--- src/rtl/ccw_pkg.sv ---
// ----------------------------------------------------------------------------
// ccw_pkg: shared constants for the coin change ways counter
// Field widths, the prime modulus and the default table depth.
// ----------------------------------------------------------------------------
package ccw_pkg;

    localparam int COIN_W = 20;
    localparam int TGT_W  = 12;
    localparam int WAY_W  = 30;

    localparam int DEFAULT_TABLE_DEPTH = 4096;

    // counts are kept modulo this prime
    localparam logic [WAY_W-1:0] WAYS_PRIME = WAY_W'(1000000007);

    // add two residues below the prime, one conditional subtract
    function automatic logic [WAY_W-1:0] mod_add(input logic [WAY_W-1:0] a,
                                                 input logic [WAY_W-1:0] b);
        logic [WAY_W:0] sum;
        sum = {1'b0, a} + {1'b0, b};
        if (sum >= {1'b0, WAYS_PRIME})
        begin
            sum = sum - {1'b0, WAYS_PRIME};
        end
        return sum[WAY_W-1:0];
    endfunction

endpackage

--- src/rtl/ccw_sweep_ctrl.sv ---
// ----------------------------------------------------------------------------
// ccw_sweep_ctrl: per-coin table sweep
// Issues reads of entries s and s - coin, adds modulo the prime in the
// following cycle and writes entry s back, forwarding the entry just written.
// ----------------------------------------------------------------------------
module ccw_sweep_ctrl
    import ccw_pkg::*;
#(
    parameter int TABLE_DEPTH = DEFAULT_TABLE_DEPTH,
    localparam int ADDR_W = (TABLE_DEPTH > 1) ? $clog2(TABLE_DEPTH) : 1
)
(
    input  logic              clk,
    input  logic              rst_n,
    // input words
    input  logic              in_valid,
    output logic              in_ready,
    input  logic [COIN_W-1:0] coin_value,
    input  logic              first_coin,
    input  logic              last_coin,
    input  logic [ADDR_W-1:0] top_addr,
    // table
    output logic              rd_en,
    output logic [ADDR_W-1:0] rd_addr_a,
    output logic [ADDR_W-1:0] rd_addr_b,
    input  logic [WAY_W-1:0]  rd_data_a,
    input  logic [WAY_W-1:0]  rd_data_b,
    output logic              wr_en,
    output logic [ADDR_W-1:0] wr_addr,
    output logic [WAY_W-1:0]  wr_data,
    // finished count
    output logic              res_valid,
    output logic [WAY_W-1:0]  res_data,
    input  logic              res_taken
);

    localparam logic ST_IDLE  = 1'b0;
    localparam logic ST_SWEEP = 1'b1;

    localparam int CMP_W = (COIN_W > ADDR_W) ? COIN_W : ADDR_W;

    logic              state_reg, state_next;
    logic [ADDR_W-1:0] s_reg, s_next;
    logic [ADDR_W-1:0] top_reg;
    logic [COIN_W-1:0] coin_reg;
    logic              first_reg;
    logic              last_reg;

    // write-back stage
    logic              p_valid_reg;
    logic [ADDR_W-1:0] p_addr_reg;
    logic              p_add_reg;
    logic              p_zero_reg;
    logic              p_fwd_reg;
    logic              p_final_reg;
    logic [WAY_W-1:0]  fwd_data_reg;

    logic              pend_valid_reg;
    logic [WAY_W-1:0]  pend_data_reg;

    logic              accept;
    logic              issue;
    logic              add_en;
    logic [WAY_W-1:0]  prev_val;
    logic [WAY_W-1:0]  add_val;
    logic [WAY_W-1:0]  new_val;

    assign in_ready = (state_reg == ST_IDLE) && !p_valid_reg && !pend_valid_reg;
    assign accept   = in_valid && in_ready;
    assign issue    = (state_reg == ST_SWEEP);

    // read issue
    assign add_en    = (coin_reg != '0) && (CMP_W'(coin_reg) <= CMP_W'(s_reg));
    assign rd_en     = issue;
    assign rd_addr_a = s_reg;
    assign rd_addr_b = s_reg - coin_reg[ADDR_W-1:0];

    // sequencer
    always_comb
    begin
        state_next = state_reg;
        s_next     = s_reg;
        case (state_reg)
            ST_IDLE:
            begin
                if (accept)
                begin
                    state_next = ST_SWEEP;
                    s_next     = '0;
                end
            end
            ST_SWEEP:
            begin
                if (s_reg == top_reg)
                begin
                    state_next = ST_IDLE;
                end
                else
                begin
                    s_next = s_reg + 1'b1;
                end
            end
            default:
            begin
                state_next = ST_IDLE;
            end
        endcase
    end

    always_ff @(posedge clk or negedge rst_n)
    begin
        if (!rst_n)
        begin
            state_reg      <= ST_IDLE;
            p_valid_reg    <= 1'b0;
            pend_valid_reg <= 1'b0;
        end
        else
        begin
            state_reg   <= state_next;
            p_valid_reg <= issue;
            if (p_valid_reg && p_final_reg && last_reg)
            begin
                pend_valid_reg <= 1'b1;
            end
            else if (res_taken)
            begin
                pend_valid_reg <= 1'b0;
            end
        end
    end

    // coin word and pipeline payload
    always_ff @(posedge clk)
    begin
        s_reg <= s_next;
        if (accept)
        begin
            coin_reg  <= coin_value;
            first_reg <= first_coin;
            last_reg  <= last_coin;
            top_reg   <= top_addr;
        end
        p_addr_reg  <= s_reg;
        p_add_reg   <= add_en;
        p_zero_reg  <= (s_reg == '0);
        p_final_reg <= (s_reg == top_reg);
        // entry s - coin is being written this very cycle
        p_fwd_reg   <= p_valid_reg && (rd_addr_b == p_addr_reg);
        if (p_valid_reg)
        begin
            fwd_data_reg <= new_val;
        end
        if (p_valid_reg && p_final_reg && last_reg)
        begin
            pend_data_reg <= new_val;
        end
    end

    // modify and write back
    assign prev_val = first_reg ? '0 : rd_data_a;
    assign add_val  = !p_add_reg ? '0 : (p_fwd_reg ? fwd_data_reg : rd_data_b);
    assign new_val  = p_zero_reg ? WAY_W'(1) : mod_add(prev_val, add_val);

    assign wr_en   = p_valid_reg;
    assign wr_addr = p_addr_reg;
    assign wr_data = new_val;

    assign res_valid = pend_valid_reg;
    assign res_data  = pend_data_reg;

endmodule

--- config.mk ---
export PLATFORM = sky130hd
export DESIGN_NAME = ccw_sweep_ctrl
export DESIGN_NICKNAME = d
export VERILOG_FILES = /design/src/rtl/ccw_pkg.sv /design/src/rtl/ccw_sweep_ctrl.sv
export SDC_FILE = /design/constraint.sdc
export NUM_CORES = 1
export LEC_CHECK = 0
export BUFFER_PORTS_ARGS = -buffer_cell sky130_fd_sc_hd__buf_2
export CELL_PAD_IN_SITES_DETAIL_PLACEMENT = 1
export CELL_PAD_IN_SITES_GLOBAL_PLACEMENT = 1
export CORE_MARGIN = 2
export CORE_UTILIZATION = 39
export CTS_BUF_LIST = sky130_fd_sc_hd__clkbuf_8
export DETAILED_ROUTE_END_ITERATION = 6
export PLACE_DENSITY_LB_ADDON = 0.05
export SLEW_MARGIN = 5
export SYNTH_ARGS = -nofsm -noshare
export SYNTH_HDL_FRONTEND = slang
export SYNTH_SLANG_ARGS = --single-unit
--- constraint.sdc ---
create_clock -name clk -period 7 [get_ports clk]
set_clock_uncertainty 0.1 [all_clocks]
set_input_delay 1.75 -clock clk [delete_from_list [all_inputs] [get_ports clk]]
set_output_delay 1.75 -clock clk [all_outputs]
set_load 0.005 [all_outputs]
==> qor.yml <==
worstSetupEndpointType: "primary output"
synth_area_um2: 8840
cts_tree: "built"
root_buffer: "clkbuf_8"
timing.final.crit_share: 1.08
violations: "negative setup slack"
core_area_um2: 22400
clockBufferDepth: 2
rsz0062_at_grt: "true"
synth_warnings: 0
numCtsBuffers: 17
path_clk_slew_ps: 90
areaGrowthSynthToFinish_pct: 40.5
hold_depth: 0
place_hpwl_um: 22400
start_kind: "primary input"
gp_congestion: 0.897
min_from: "rd_en"
yosys.area.top_type_share: 0.360
hold_viol_final: 0
pin_count: 198
r2r-end: "fwd_data_reg[5]"
crit_fanout: 8
portBuffers: 197
via_per_inst: 5.29
ys_seq_area_frac: 0.405
drcViolationCount: 0
antenna_found_initial: 1
finalMaxSlewViolations: 0
criticalPathCategory: "in2out"
nets: 1425
clock_latency_ps: 470
r2r_start: "p_fwd_reg"
htree_levels: 4
finalSetupViolations: 30
hold_path_end: "wr_en"
final_cell_count_no_fill: 1567
slew_headroom: 0.376
first_iter_violations: 313
rrSetupSlack_ps: 1850
ir_drop_v: 0.000106
nFillCells: 2602
synth_edf_count: 106
hold_buffers: 0
cap_violations: 0
post_drt_wl_per_cell_um: 19.3
overflow: 0
grt_pass1_wl_um: 46700
firstDrtPassIters: 5
finalCriticalPeriod_ps: 7580
syn-num-nets: 1044
setup_slack_ps: -579
ys_seq_elements: 125
dieArea_um2: 23900
diodes: 0
p_per_area_nw_per_um2: 133
ys_types: 88
track_usage: 0.251
netlist_instances: 888
vias: 8294
wl_um: 30200
placedCellCount: 1487
ys_top_cells_by_count: "edfxtp_1, nor2_1, nor2b_1, ha_1, xnor2_1"
cts_sinks: 125
yosysTopAreaCell: "edfxtp_1"
critPathRequiredTime_ps: 5150
core.rowCount: 55
layout-drive-gt1-share: 0.412
syn_avg_cell_area_um2: 9.95
p_leak_nw: 5.55
worstMarginPinSlew_ps: 936
grt_pass1_vias: 8637
hp-class: "reg2reg"
fp.dieW_um: 155
arrival_ps: 5730
die_h_um: 155
synthTopCellsByArea: "edfxtp_1, ha_1, xnor2_1"
synthFlopType: "edfxtp_1"
synthArstFlopShare: 0.0240
start_util: 0.394
outcome: "finished with violations"
grt_max_degree: 36
ant_nets: 0
yosysMostFrequentCell: "edfxtp_1"
tns_ps: -14090
ff2ff_path_depth: 20
max_freq_mhz: 132
-- layout make-up --
type	count	area (µm²)	area share
Clock inverter	15	194	0.0156
Tap cell	285	357	0.0287
Multi-Input combinational cell	681	5300	0.427
Clock buffer	17	234	0.0188
Sequential cell	125	3580	0.288
Timing Repair Buffer	397	2580	0.207
Inverter	47	179	0.0144
-- how the worst max path moves through the flow --
stage | startpoint | end | slack (ps) | depth (start not counted)
floorplan | rd_data_b[0] | wr_data[4] | -130 | 17
global placement | rd_data_b[1] | wr_data[26] | -590 | 19
detailed placement | rd_data_b[1] | wr_data[26] | -670 | 19
CTS | rd_data_b[1] | wr_data[4] | -480 | 18
global route | rd_data_b[1] | wr_data[4] | -820 | 18
finish | rd_data_b[1] | wr_data[4] | -580 | 18
-- repair_timing --
action	in CTS	in global routing
gates resized for setup	53	33
pin swaps	35	35
setup endpoints to repair	30	30
gates cloned	0	0
setup buffers	27	22
-- power breakdown --
| part | switching, mW | total (mW) | internal, mW |
|---|---|---|---|
| Clock | 0.384 | 0.722 | 0.338 |
| Sequential | 0.00109 | 0.806 | 0.805 |
| Combinational | 0.0533 | 0.118 | 0.0651 |
| Total | 0.438 | 1.65 | 1.21 |
-- metrics by stage --
stage	cell area, µm²	util	total power, mW	hold WS, ps	setup WS, ps
floorplan	8900	-	0.870	318	-129
global placement	11200	0.500	0.927	340	-586
detailed placement	11200	0.500	0.929	340	-668
CTS	12100	0.538	1.66	362	-480
global route	12400	0.554	1.70	383	-817
finish	12400	0.554	1.65	360	-579
-- worst max-delay path: stages --
cell      delay (ps)
buf_6             90
mux2_4           280
nand2_4           90
inv_4             40
ha_4             270
a21o_1           160
nand4_1          260
a21boi_2         250
o21ai_2          100
o311a_1          320
or3_4            400
a21boi_4         180
nand4b_1         210
a211oi_4         340
nor2_4           110
or4_4            540
a21oi_4          190
buf_2            140
-- layout by cell type, fill, tap and decap left out, types with 5 or more instances in the layout --
master / count
buf_2: 192
buf_4: 191
edfxtp_1: 106
nor2_1: 67
nor2b_1: 63
ha_1: 54
xnor2_1: 52
a21oi_1: 46
inv_1: 44
nand2_1: 44
mux2i_1: 33
o21ai_0: 26
xor2_1: 21
a21o_1: 19
nand4_1: 18
nand3_1: 18
clkbuf_8: 17
nor3_1: 15
dfxtp_1: 15
o21ai_2: 11
nor4_1: 11
o21ai_1: 10
and2_1: 10
buf_6: 10
o211ai_1: 9
o21bai_1: 6
nor2_2: 6
or2_2: 6
inv_8: 6
nand2b_1: 5
o21a_1: 5
or3_1: 5
-- routing by layer --
layer | part of all wire | up-vias | wire (µm) | global-route usage
li1 | - | 3981 | - | -
met1 | 0.45 | 4093 | 13500 | 0.325
met2 | 0.49 | 186 | 14800 | 0.429
met3 | 0.046 | 32 | 1380 | 0.0521
met5 | 0.00043 | - | 13 | 0
met4 | 0.016 | 2 | 473 | 0.0617
-- cell families (layout without fill, tap and decap cells) --
| kind of cell | after synthesis | after routing | share of synthesized area |
|---|---|---|---|
| AO/OA/AOI/OAI | 199 | 199 | 0.160 |
| XOR/XNOR | 75 | 75 | 0.0752 |
| adder cells (fa/ha/maj) | 58 | 58 | 0.0838 |
| buffers and inverters | 82 | 476 | 0.0403 |
| flip-flops | 125 | 125 | 0.405 |
| multiplexers | 37 | 37 | 0.0429 |
| AND/OR/NAND/NOR | 312 | 312 | 0.193 |
Power figures use the tool's default switching activity.
